<file path="src/rtl/core/chm_pkg.sv">
// chm_pkg: shared constants, types and functions of the chained hash map engine
// prime table, key mixer, datapath command and status types
// no dependencies
package chm_pkg;

    localparam int BUCKET_SLOTS = 1024;
    localparam int NODE_SLOTS   = 1024;

    localparam int NADDR_W = $clog2(NODE_SLOTS);
    localparam int NODE_W  = NADDR_W + 1;
    localparam int BADDR_W = $clog2(BUCKET_SLOTS);
    localparam int COUNT_W = NODE_W;
    localparam int REQ_W   = 10;
    localparam int KEY_W   = 32;
    localparam int VAL_W   = 32;
    localparam int MODE_W  = 3;
    localparam int STAT_W  = 2;
    localparam int PRIME_W = BADDR_W + 1;
    localparam int THR_W   = ((NODE_W + 2) > (BADDR_W + 3)) ? (NODE_W + 2) : (BADDR_W + 3);
    localparam int PADDR_W = 3;

    localparam int IN_W  = 8 * ((MODE_W + KEY_W + VAL_W + 7) / 8);
    localparam int OUT_W = 8 * ((1 + VAL_W + STAT_W + COUNT_W + 7) / 8);

    localparam logic [NODE_W-1:0] NIL = NODE_W'(NODE_SLOTS);

    localparam int PRIME_COUNT = 16;
    localparam int IDX_W       = $clog2(PRIME_COUNT);
    localparam int unsigned PRIME_TAB [PRIME_COUNT] = '{
        3, 7, 13, 29, 53, 97, 193, 389, 769, 1543, 3079, 6151,
        12289, 24593, 49157, 98317
    };

    function automatic int top_index();
        int t;
        t = 0;
        for (int i = 0; i < PRIME_COUNT; i++)
        begin
            if (PRIME_TAB[i] <= BUCKET_SLOTS)
                t = i;
        end
        return t;
    endfunction

    localparam int TOP_INDEX = top_index();

    localparam logic [MODE_W-1:0] MODE_INSERT  = 3'd0;
    localparam logic [MODE_W-1:0] MODE_REPLACE = 3'd1;
    localparam logic [MODE_W-1:0] MODE_LOOKUP  = 3'd2;
    localparam logic [MODE_W-1:0] MODE_REMOVE  = 3'd3;
    localparam logic [MODE_W-1:0] MODE_CLEAR   = 3'd4;

    localparam logic [STAT_W-1:0] ST_OK        = 2'd0;
    localparam logic [STAT_W-1:0] ST_DUPLICATE = 2'd1;
    localparam logic [STAT_W-1:0] ST_NOT_FOUND = 2'd2;
    localparam logic [STAT_W-1:0] ST_FULL      = 2'd3;

    localparam logic [PADDR_W-1:0] REG_REQUESTED_BUCKETS = 3'd0;

    function automatic logic [PRIME_W-1:0] prime_of(input logic [IDX_W-1:0] idx);
        return PRIME_W'(PRIME_TAB[idx]);
    endfunction

    function automatic logic [THR_W-1:0] thr_of(input logic [IDX_W-1:0] idx);
        return THR_W'(3 * PRIME_TAB[idx]);
    endfunction

    function automatic logic [IDX_W-1:0] pick_index(input logic [REQ_W-1:0] req);
        logic [IDX_W-1:0] r;
        r = IDX_W'(TOP_INDEX);
        for (int i = TOP_INDEX; i >= 0; i--)
        begin
            if (PRIME_TAB[i] >= 32'(req))
                r = IDX_W'(i);
        end
        return r;
    endfunction

    function automatic logic [KEY_W-1:0] mix(input logic [KEY_W-1:0] k);
        logic [KEY_W-1:0] i;
        i = k;
        i = i + ~(i << 9);
        i = i ^ ((i >> 14) | (i << 18));
        i = i + (i << 4);
        i = i ^ ((i >> 10) | (i << 22));
        return i;
    endfunction

    typedef enum logic [5:0] {
        OP_NOP, OP_ACCEPT, OP_CLR_START, OP_SWEEP, OP_HASH_KEY, OP_SET_BUCKET,
        OP_LOAD_HEAD, OP_READ_NODE, OP_CMP_NODE, OP_SET_DUP, OP_SET_FULL,
        OP_SET_NOTFOUND, OP_WR_VAL, OP_RD_VAL, OP_LOAD_VAL, OP_UNLINK,
        OP_FREE_NODE, OP_INS_RD, OP_INS_WR, OP_G_INIT, OP_G_RD_HEAD,
        OP_G_LOAD_HEAD, OP_G_PUSH, OP_G_NEXT_NODE, OP_G_NEXT_BUCKET, OP_G_GROW,
        OP_G_RD_GATHER, OP_G_RD_KEY, OP_G_HASH_NODE, OP_G_RD_TAIL, OP_G_PLACE,
        OP_G_LINK, OP_OUT
    } dp_op_t;

    typedef struct packed {
        dp_op_t op;
    } dp_cmd_t;

    typedef struct packed {
        logic              mod_done;
        logic              key_match;
        logic              cur_nil;
        logic              found;
        logic [MODE_W-1:0] mode;
        logic              need_grow;
        logic              at_top;
        logic              pool_empty;
        logic              swp_last;
        logic              swp_len_last;
        logic              gb_last;
        logic              k_end;
        logic              cfg_wr;
        logic              out_free;
    } dp_stat_t;

endpackage

</file>
<file path="src/rtl/core/chm_ctrl.sv">
// chm_ctrl: sequencer of the hash map engine, one command to the datapath per cycle
// depends on chm_pkg
module chm_ctrl (
    input  logic              clk,
    input  logic              rst_n,
    input  logic              in_valid,
    output logic              in_ready,
    input  chm_pkg::dp_stat_t stat,
    output chm_pkg::dp_cmd_t  cmd
);
    import chm_pkg::*;

    typedef enum logic [24:0] {
        S_CLR     = 25'h0000001,
        S_IDLE    = 25'h0000002,
        S_DISP    = 25'h0000004,
        S_HASH    = 25'h0000008,
        S_HEAD    = 25'h0000010,
        S_WALK    = 25'h0000020,
        S_CMP     = 25'h0000040,
        S_RESOLVE = 25'h0000080,
        S_LLOAD   = 25'h0000100,
        S_REM2    = 25'h0000200,
        S_INS_RD  = 25'h0000400,
        S_INS_WR  = 25'h0000800,
        S_G_HEAD  = 25'h0001000,
        S_G_HWAIT = 25'h0002000,
        S_G_WALK  = 25'h0004000,
        S_G_LWAIT = 25'h0008000,
        S_G_SWEEP = 25'h0010000,
        S_G_RD    = 25'h0020000,
        S_G_GW    = 25'h0040000,
        S_G_KW    = 25'h0080000,
        S_G_MOD   = 25'h0100000,
        S_G_TW    = 25'h0200000,
        S_G_LK    = 25'h0400000,
        S_I_HASH  = 25'h0800000,
        S_DONE    = 25'h1000000
    } state_t;

    state_t state_reg, state_next;
    logic   clr_item_reg, clr_item_next;

    assign in_ready = (state_reg == S_IDLE);

    always_comb
    begin
        state_next    = state_reg;
        clr_item_next = clr_item_reg;
        cmd.op        = OP_NOP;
        unique case (state_reg)
            S_CLR:
            begin
                cmd.op = OP_SWEEP;
                if (stat.swp_last)
                    state_next = clr_item_reg ? S_DONE : S_IDLE;
            end
            S_IDLE:
            begin
                if (in_valid)
                begin
                    cmd.op     = OP_ACCEPT;
                    state_next = S_DISP;
                end
            end
            S_DISP:
            begin
                if (stat.mode <= MODE_REMOVE)
                begin
                    cmd.op     = OP_HASH_KEY;
                    state_next = S_HASH;
                end
                else if (stat.mode == MODE_CLEAR)
                begin
                    cmd.op        = OP_CLR_START;
                    clr_item_next = 1'b1;
                    state_next    = S_CLR;
                end
                else
                    state_next = S_DONE;
            end
            S_HASH:
            begin
                if (stat.mod_done)
                begin
                    cmd.op     = OP_SET_BUCKET;
                    state_next = S_HEAD;
                end
            end
            S_HEAD:
            begin
                cmd.op     = OP_LOAD_HEAD;
                state_next = S_WALK;
            end
            S_WALK:
            begin
                if (stat.cur_nil)
                    state_next = S_RESOLVE;
                else
                begin
                    cmd.op     = OP_READ_NODE;
                    state_next = S_CMP;
                end
            end
            S_CMP:
            begin
                cmd.op     = OP_CMP_NODE;
                state_next = stat.key_match ? S_RESOLVE : S_WALK;
            end
            S_RESOLVE:
            begin
                state_next = S_DONE;
                if (stat.mode == MODE_INSERT)
                begin
                    priority if (stat.found)
                        cmd.op = OP_SET_DUP;
                    else if (stat.pool_empty || (stat.need_grow && stat.at_top))
                        cmd.op = OP_SET_FULL;
                    else if (stat.need_grow)
                    begin
                        cmd.op     = OP_G_INIT;
                        state_next = S_G_HEAD;
                    end
                    else
                    begin
                        cmd.op     = OP_INS_RD;
                        state_next = S_INS_WR;
                    end
                end
                else if (!stat.found)
                    cmd.op = OP_SET_NOTFOUND;
                else if (stat.mode == MODE_REPLACE)
                    cmd.op = OP_WR_VAL;
                else if (stat.mode == MODE_LOOKUP)
                begin
                    cmd.op     = OP_RD_VAL;
                    state_next = S_LLOAD;
                end
                else
                begin
                    cmd.op     = OP_UNLINK;
                    state_next = S_REM2;
                end
            end
            S_LLOAD:
            begin
                cmd.op     = OP_LOAD_VAL;
                state_next = S_DONE;
            end
            S_REM2:
            begin
                cmd.op     = OP_FREE_NODE;
                state_next = S_DONE;
            end
            S_INS_RD:
            begin
                cmd.op     = OP_INS_RD;
                state_next = S_INS_WR;
            end
            S_INS_WR:
            begin
                cmd.op     = OP_INS_WR;
                state_next = S_DONE;
            end
            // gather every chain in bucket order
            S_G_HEAD:
            begin
                cmd.op     = OP_G_RD_HEAD;
                state_next = S_G_HWAIT;
            end
            S_G_HWAIT:
            begin
                cmd.op     = OP_G_LOAD_HEAD;
                state_next = S_G_WALK;
            end
            S_G_WALK:
            begin
                priority if (!stat.cur_nil)
                begin
                    cmd.op     = OP_G_PUSH;
                    state_next = S_G_LWAIT;
                end
                else if (stat.gb_last)
                begin
                    cmd.op     = OP_G_GROW;
                    state_next = S_G_SWEEP;
                end
                else
                begin
                    cmd.op     = OP_G_NEXT_BUCKET;
                    state_next = S_G_HEAD;
                end
            end
            S_G_LWAIT:
            begin
                cmd.op     = OP_G_NEXT_NODE;
                state_next = S_G_WALK;
            end
            S_G_SWEEP:
            begin
                cmd.op = OP_SWEEP;
                if (stat.swp_len_last)
                    state_next = S_G_RD;
            end
            // re-append gathered nodes at the tails of the new buckets
            S_G_RD:
            begin
                if (stat.k_end)
                begin
                    cmd.op     = OP_HASH_KEY;
                    state_next = S_I_HASH;
                end
                else
                begin
                    cmd.op     = OP_G_RD_GATHER;
                    state_next = S_G_GW;
                end
            end
            S_G_GW:
            begin
                cmd.op     = OP_G_RD_KEY;
                state_next = S_G_KW;
            end
            S_G_KW:
            begin
                cmd.op     = OP_G_HASH_NODE;
                state_next = S_G_MOD;
            end
            S_G_MOD:
            begin
                if (stat.mod_done)
                begin
                    cmd.op     = OP_G_RD_TAIL;
                    state_next = S_G_TW;
                end
            end
            S_G_TW:
            begin
                cmd.op     = OP_G_PLACE;
                state_next = S_G_LK;
            end
            S_G_LK:
            begin
                cmd.op     = OP_G_LINK;
                state_next = S_G_RD;
            end
            S_I_HASH:
            begin
                if (stat.mod_done)
                begin
                    cmd.op     = OP_SET_BUCKET;
                    state_next = S_INS_RD;
                end
            end
            S_DONE:
            begin
                if (stat.out_free)
                begin
                    cmd.op     = OP_OUT;
                    state_next = S_IDLE;
                end
            end
            default:
                state_next = S_CLR;
        endcase

        // a register write restarts the clearing pass
        if (stat.cfg_wr)
        begin
            state_next    = S_CLR;
            clr_item_next = 1'b0;
        end
    end

    always_ff @(posedge clk or negedge rst_n)
    begin
        if (!rst_n)
        begin
            state_reg    <= S_CLR;
            clr_item_reg <= 1'b0;
        end
        else
        begin
            state_reg    <= state_next;
            clr_item_reg <= clr_item_next;
        end
    end

endmodule

</file>
<file path="config.mk">
export PLATFORM = sky130hd
export DESIGN_NAME = chm_ctrl
export DESIGN_NICKNAME = d
export VERILOG_FILES = /design/src/rtl/core/chm_pkg.sv /design/src/rtl/core/chm_ctrl.sv
export SDC_FILE = /design/constraint.sdc
export NUM_CORES = 1
export LEC_CHECK = 0
export BUFFER_PORTS_ARGS = -buffer_cell sky130_fd_sc_hd__buf_2
export CAP_MARGIN = 20
export CELL_PAD_IN_SITES_DETAIL_PLACEMENT = 1
export CELL_PAD_IN_SITES_GLOBAL_PLACEMENT = 1
export CORE_ASPECT_RATIO = 0.75
export CORE_UTILIZATION = 39
export DETAILED_ROUTE_END_ITERATION = 8
export GPL_TIMING_DRIVEN = 0
export PLACE_DENSITY_LB_ADDON = 0.1
export SLEW_MARGIN = 30
export SYNTH_ARGS = -nofsm -noshare
export SYNTH_HDL_FRONTEND = slang
export SYNTH_SLANG_ARGS = --single-unit
</file>
<file path="constraint.sdc">
create_clock -name clk -period 2.4 [get_ports clk]
set_input_delay 0.12 -clock clk [delete_from_list [all_inputs] [get_ports clk]]
set_output_delay 0.12 -clock clk [all_outputs]
set_load 0.01 [all_outputs]
</file>
==> results_dict.tcl <==
set metrics [dict create \
    detail_route.vias_per_cell 6.21 \
    worst-path-max-fanout 4 \
    worst_pin_slew_ns 0.647 \
    crit_buf_inv 1 \
    grt.total_usage_pct 28.7 \
    critPathLaunch "state_reg[20]" \
    dpl.hpwl_um 4850 \
    setup_viol 31 \
    path_clk_slew_ns 0.11 \
    grt_overflow 0 \
    p_switching_mw 0.778 \
    fmaxAchievable_mhz 331 \
    fp-row-count 22 \
    ys_async_sr_fraction_pct 100 \
    synth_seq_cells 26 \
    whs_ns 0.110 \
    grt_util_met2_pct 45.8 \
    synth_cell_type_count 61 \
    synthesis.nets 266 \
    crit_end "cmd[0]" \
    cpMaxStageDelayCell "or4_4" \
    wl_per_cell_um 23.6 \
    r2r_cells 13 \
    fin_crit_ns 3.02 \
    regToRegEndpoint "state_reg[21]" \
    synth.cell_area_mm2 0.00205 \
    largest_reg_flops 25 \
    clock_latency_ns 0.29 \
    grt_pass1_vias 2205 \
    grt_max_degree 27 \
    synth_flop_cell "dfrtp_1" \
    critPathKind "reg -> out" \
    clock_skew_ns 0.00961 \
    crit_arrival_ns 2.90 \
    ios 26 \
    drive_gt1_share_pct 46.0 \
    synth_cells 247 \
    max_slew_margin_pct 56.8 \
    htreeDepth 1 \
    swShare_pct 39.2 \
    cts_tree "built" \
    critPathTopFamily "simple AND/OR/NAND/NOR gates" \
    cp_common_cell "or3_4" \
    crit_path_end_kind "output port" \
    final-max-slew-violation-count 0 \
    n_fill_cell 559 \
    leakagePower_nw 1.29 \
    start_kind "flip-flop" \
    syn_avg_cell_area_um2 8.30 \
    place.gp.congestion 0.839 \
    num_vias 2392 \
    r2r-start "state_reg[20]" \
    die_h_um 64.8 \
    violations "negative setup slack" \
    initial_core_util_pct 41.1 \
    ant_nets 0 \
    fin_nets 333 \
    busiest_layer "met2" \
    area_growth_pct 50.5 \
    critical-path-max-stage-delay_ns 0.55 \
    grt_pass1_wl_um 11900 \
    seqPwrFrac_pct 25.4 \
    clock_path_buffers 2 \
    hold_viol_final 0 \
    die_area_mm2 0.00555 \
    finalCritPeriodShare_pct 126 \
    status "complete, but fails checks" \
    setup_ws_ns -0.621 \
    ir_drop_mv 0.460 \
    die_w_um 85.7 \
    pwr-share-comb_pct 58.8 \
    use_met1_pct 41.1 \
    drc_errors 0 \
    crit_chain "or4_4 -> nand2b_4 -> or3_4 -> or3_4 -> or3b_4 -> o2111ai_2 -> or4b_4 -> buf_6" \
    internal_power_mw 1.21 \
    drt-pass1-iter-count 5 \
    cap_violations 0 \
    root_buffer "clkbuf_8" \
    cp_data_required_time_ns 2.28 \
    cts_sinks 26 \
    register_area_um2 658 \
    rsz0062_at_grt "yes" \
    cts_buffers 3 \
    powerDensity_mw_per_mm2 644 \
    use_met3_pct 3.69 \
    portBuffers 22 \
    core-area_mm2 0.00498 \
    clockPowerShare_pct 15.8 \
    cp.depth 8 \
    ys_seq_area_share_pct 31.8 \
    hold_path.class "in -> reg" \
    antenna_found_initial 0 \
    synth_edf_count 0 \
    wirelength_um 9100 \
    drt_iter0_drc 245 \
    multi_input_area_mm2 0.00163 \
    power_mw 1.98 \
    r2r_setup_slack_ns -0.49 \
    yosys_warnings 0 \
    diodes 0 \
]
==> cell usage in the layout (no fill, tap or decap), types with 6 or more instances in the layout <==
cell / instances
nor3_2: 7
o21ai_0: 7
nor2_2: 6
inv_1: 9
buf_6: 13
buf_4: 31
nand2b_1: 6
nand3_1: 7
buf_2: 22
dfrtp_1: 20
nor2_1: 24
nor4_4: 9
a21oi_1: 10
nand2_1: 9
nor3_1: 15
==> stage by stage <==
stage,TNS (ns),instance area [µm²],cells,setup WS (ns),utilization [%]
4_1_cts,-12.40,2830,374,-0.631,56.8
5_1_grt,-13.45,3080,385,-0.658,61.9
2_1_floorplan,-0.326,2110,247,-0.165,-
3_3_place_gp,-13.18,2310,341,-0.654,46.3
3_5_place_dp,-13.54,2310,341,-0.650,46.3
6_report,-11.58,3080,385,-0.621,61.9
==> synth_stat cells, types with 7 or more instances <==
master / count / share of area [%]
nor3_1: 24 / 5.9
clkbuf_1: 7 / 1.3
o21ai_0: 7 / 1.7
nor2_1: 33 / 6.0
a21oi_1: 14 / 3.4
dfrtp_1: 25 / 31
or3_1: 7 / 2.1
nand2b_1: 8 / 2.4
nand3_1: 7 / 1.7
nand2_1: 11 / 2.0
inv_1: 9 / 1.6
==> routing by layer <==
metal	vias up	part of all wire (%)
li1	1046	-
met5	-	0
met3	26	6.0
met1	1204	43
met2	116	47
met4	0	3.4
==> cells by family (layout without fill, tap and decap cells) <==
family | count (synthesis) | after routing | synth area share [%]
AND/OR/NAND/NOR | 140 | 140 | 42.6
flip-flops | 26 | 26 | 31.8
AO/OA/AOI/OAI | 48 | 48 | 16.2
XOR/XNOR | 7 | 7 | 2.99
buffers and inverters | 25 | 91 | 5.92
multiplexers | 1 | 1 | 0.488
==> worst min path at each step <==
stage / from / end / depth (start not counted)
after floorplan: rst_n / clr_item_reg / 0
after global placement: rst_n / clr_item_reg / 1
after detailed placement: rst_n / clr_item_reg / 1
after CTS: stat[13] / state_reg[6] / 2
after global routing: stat[13] / state_reg[15] / 2
final: stat[13] / state_reg[15] / 2
==> power groups by stage <==
stage	Clock [mW]	Sequential [mW]	Combinational, mW
after floorplan	0	0.501	0.443
after detailed placement	0	0.507	0.610
final	0.314	0.504	1.17
after global placement	0	0.507	0.603
after CTS	0.309	0.501	0.951
after global routing	0.322	0.506	1.22
==> worst register-to-register path: stages, from the launching register on <==
cell and delay [ns]:
dfrtp_1 0.42, or4_4 0.55, nand2b_4 0.18, buf_6 0.15, buf_6 0.11, nor4_4 0.30, buf_4 0.19, nand3b_1 0.15
o2111ai_4 0.15, or2_1 0.16, buf_6 0.14, buf_12 0.12, buf_12 0.13, nor2_4 0.05
==> area by class of cell <==
type	instances	area share (%)
Buffer	12	2.76
Clock buffer	4	1.78
Inverter	9	1.10
Multi-Input combinational cell	196	52.7
Sequential cell	26	21.3
Tap cell	72	2.92
Timing Repair Buffer	66	17.4
==> timing repair <==
action                                  in CTS  in global routing
setup buffers                               30                 16
endpoints found under the hold margin       25                  0
endpoints found under the setup margin      31                 32
hold buffers                                 1                  0
gates resized for setup                     40                 42
cloned                                       1                  0
pin swaps                                   26                 23
(Power assumes the default switching activity.)
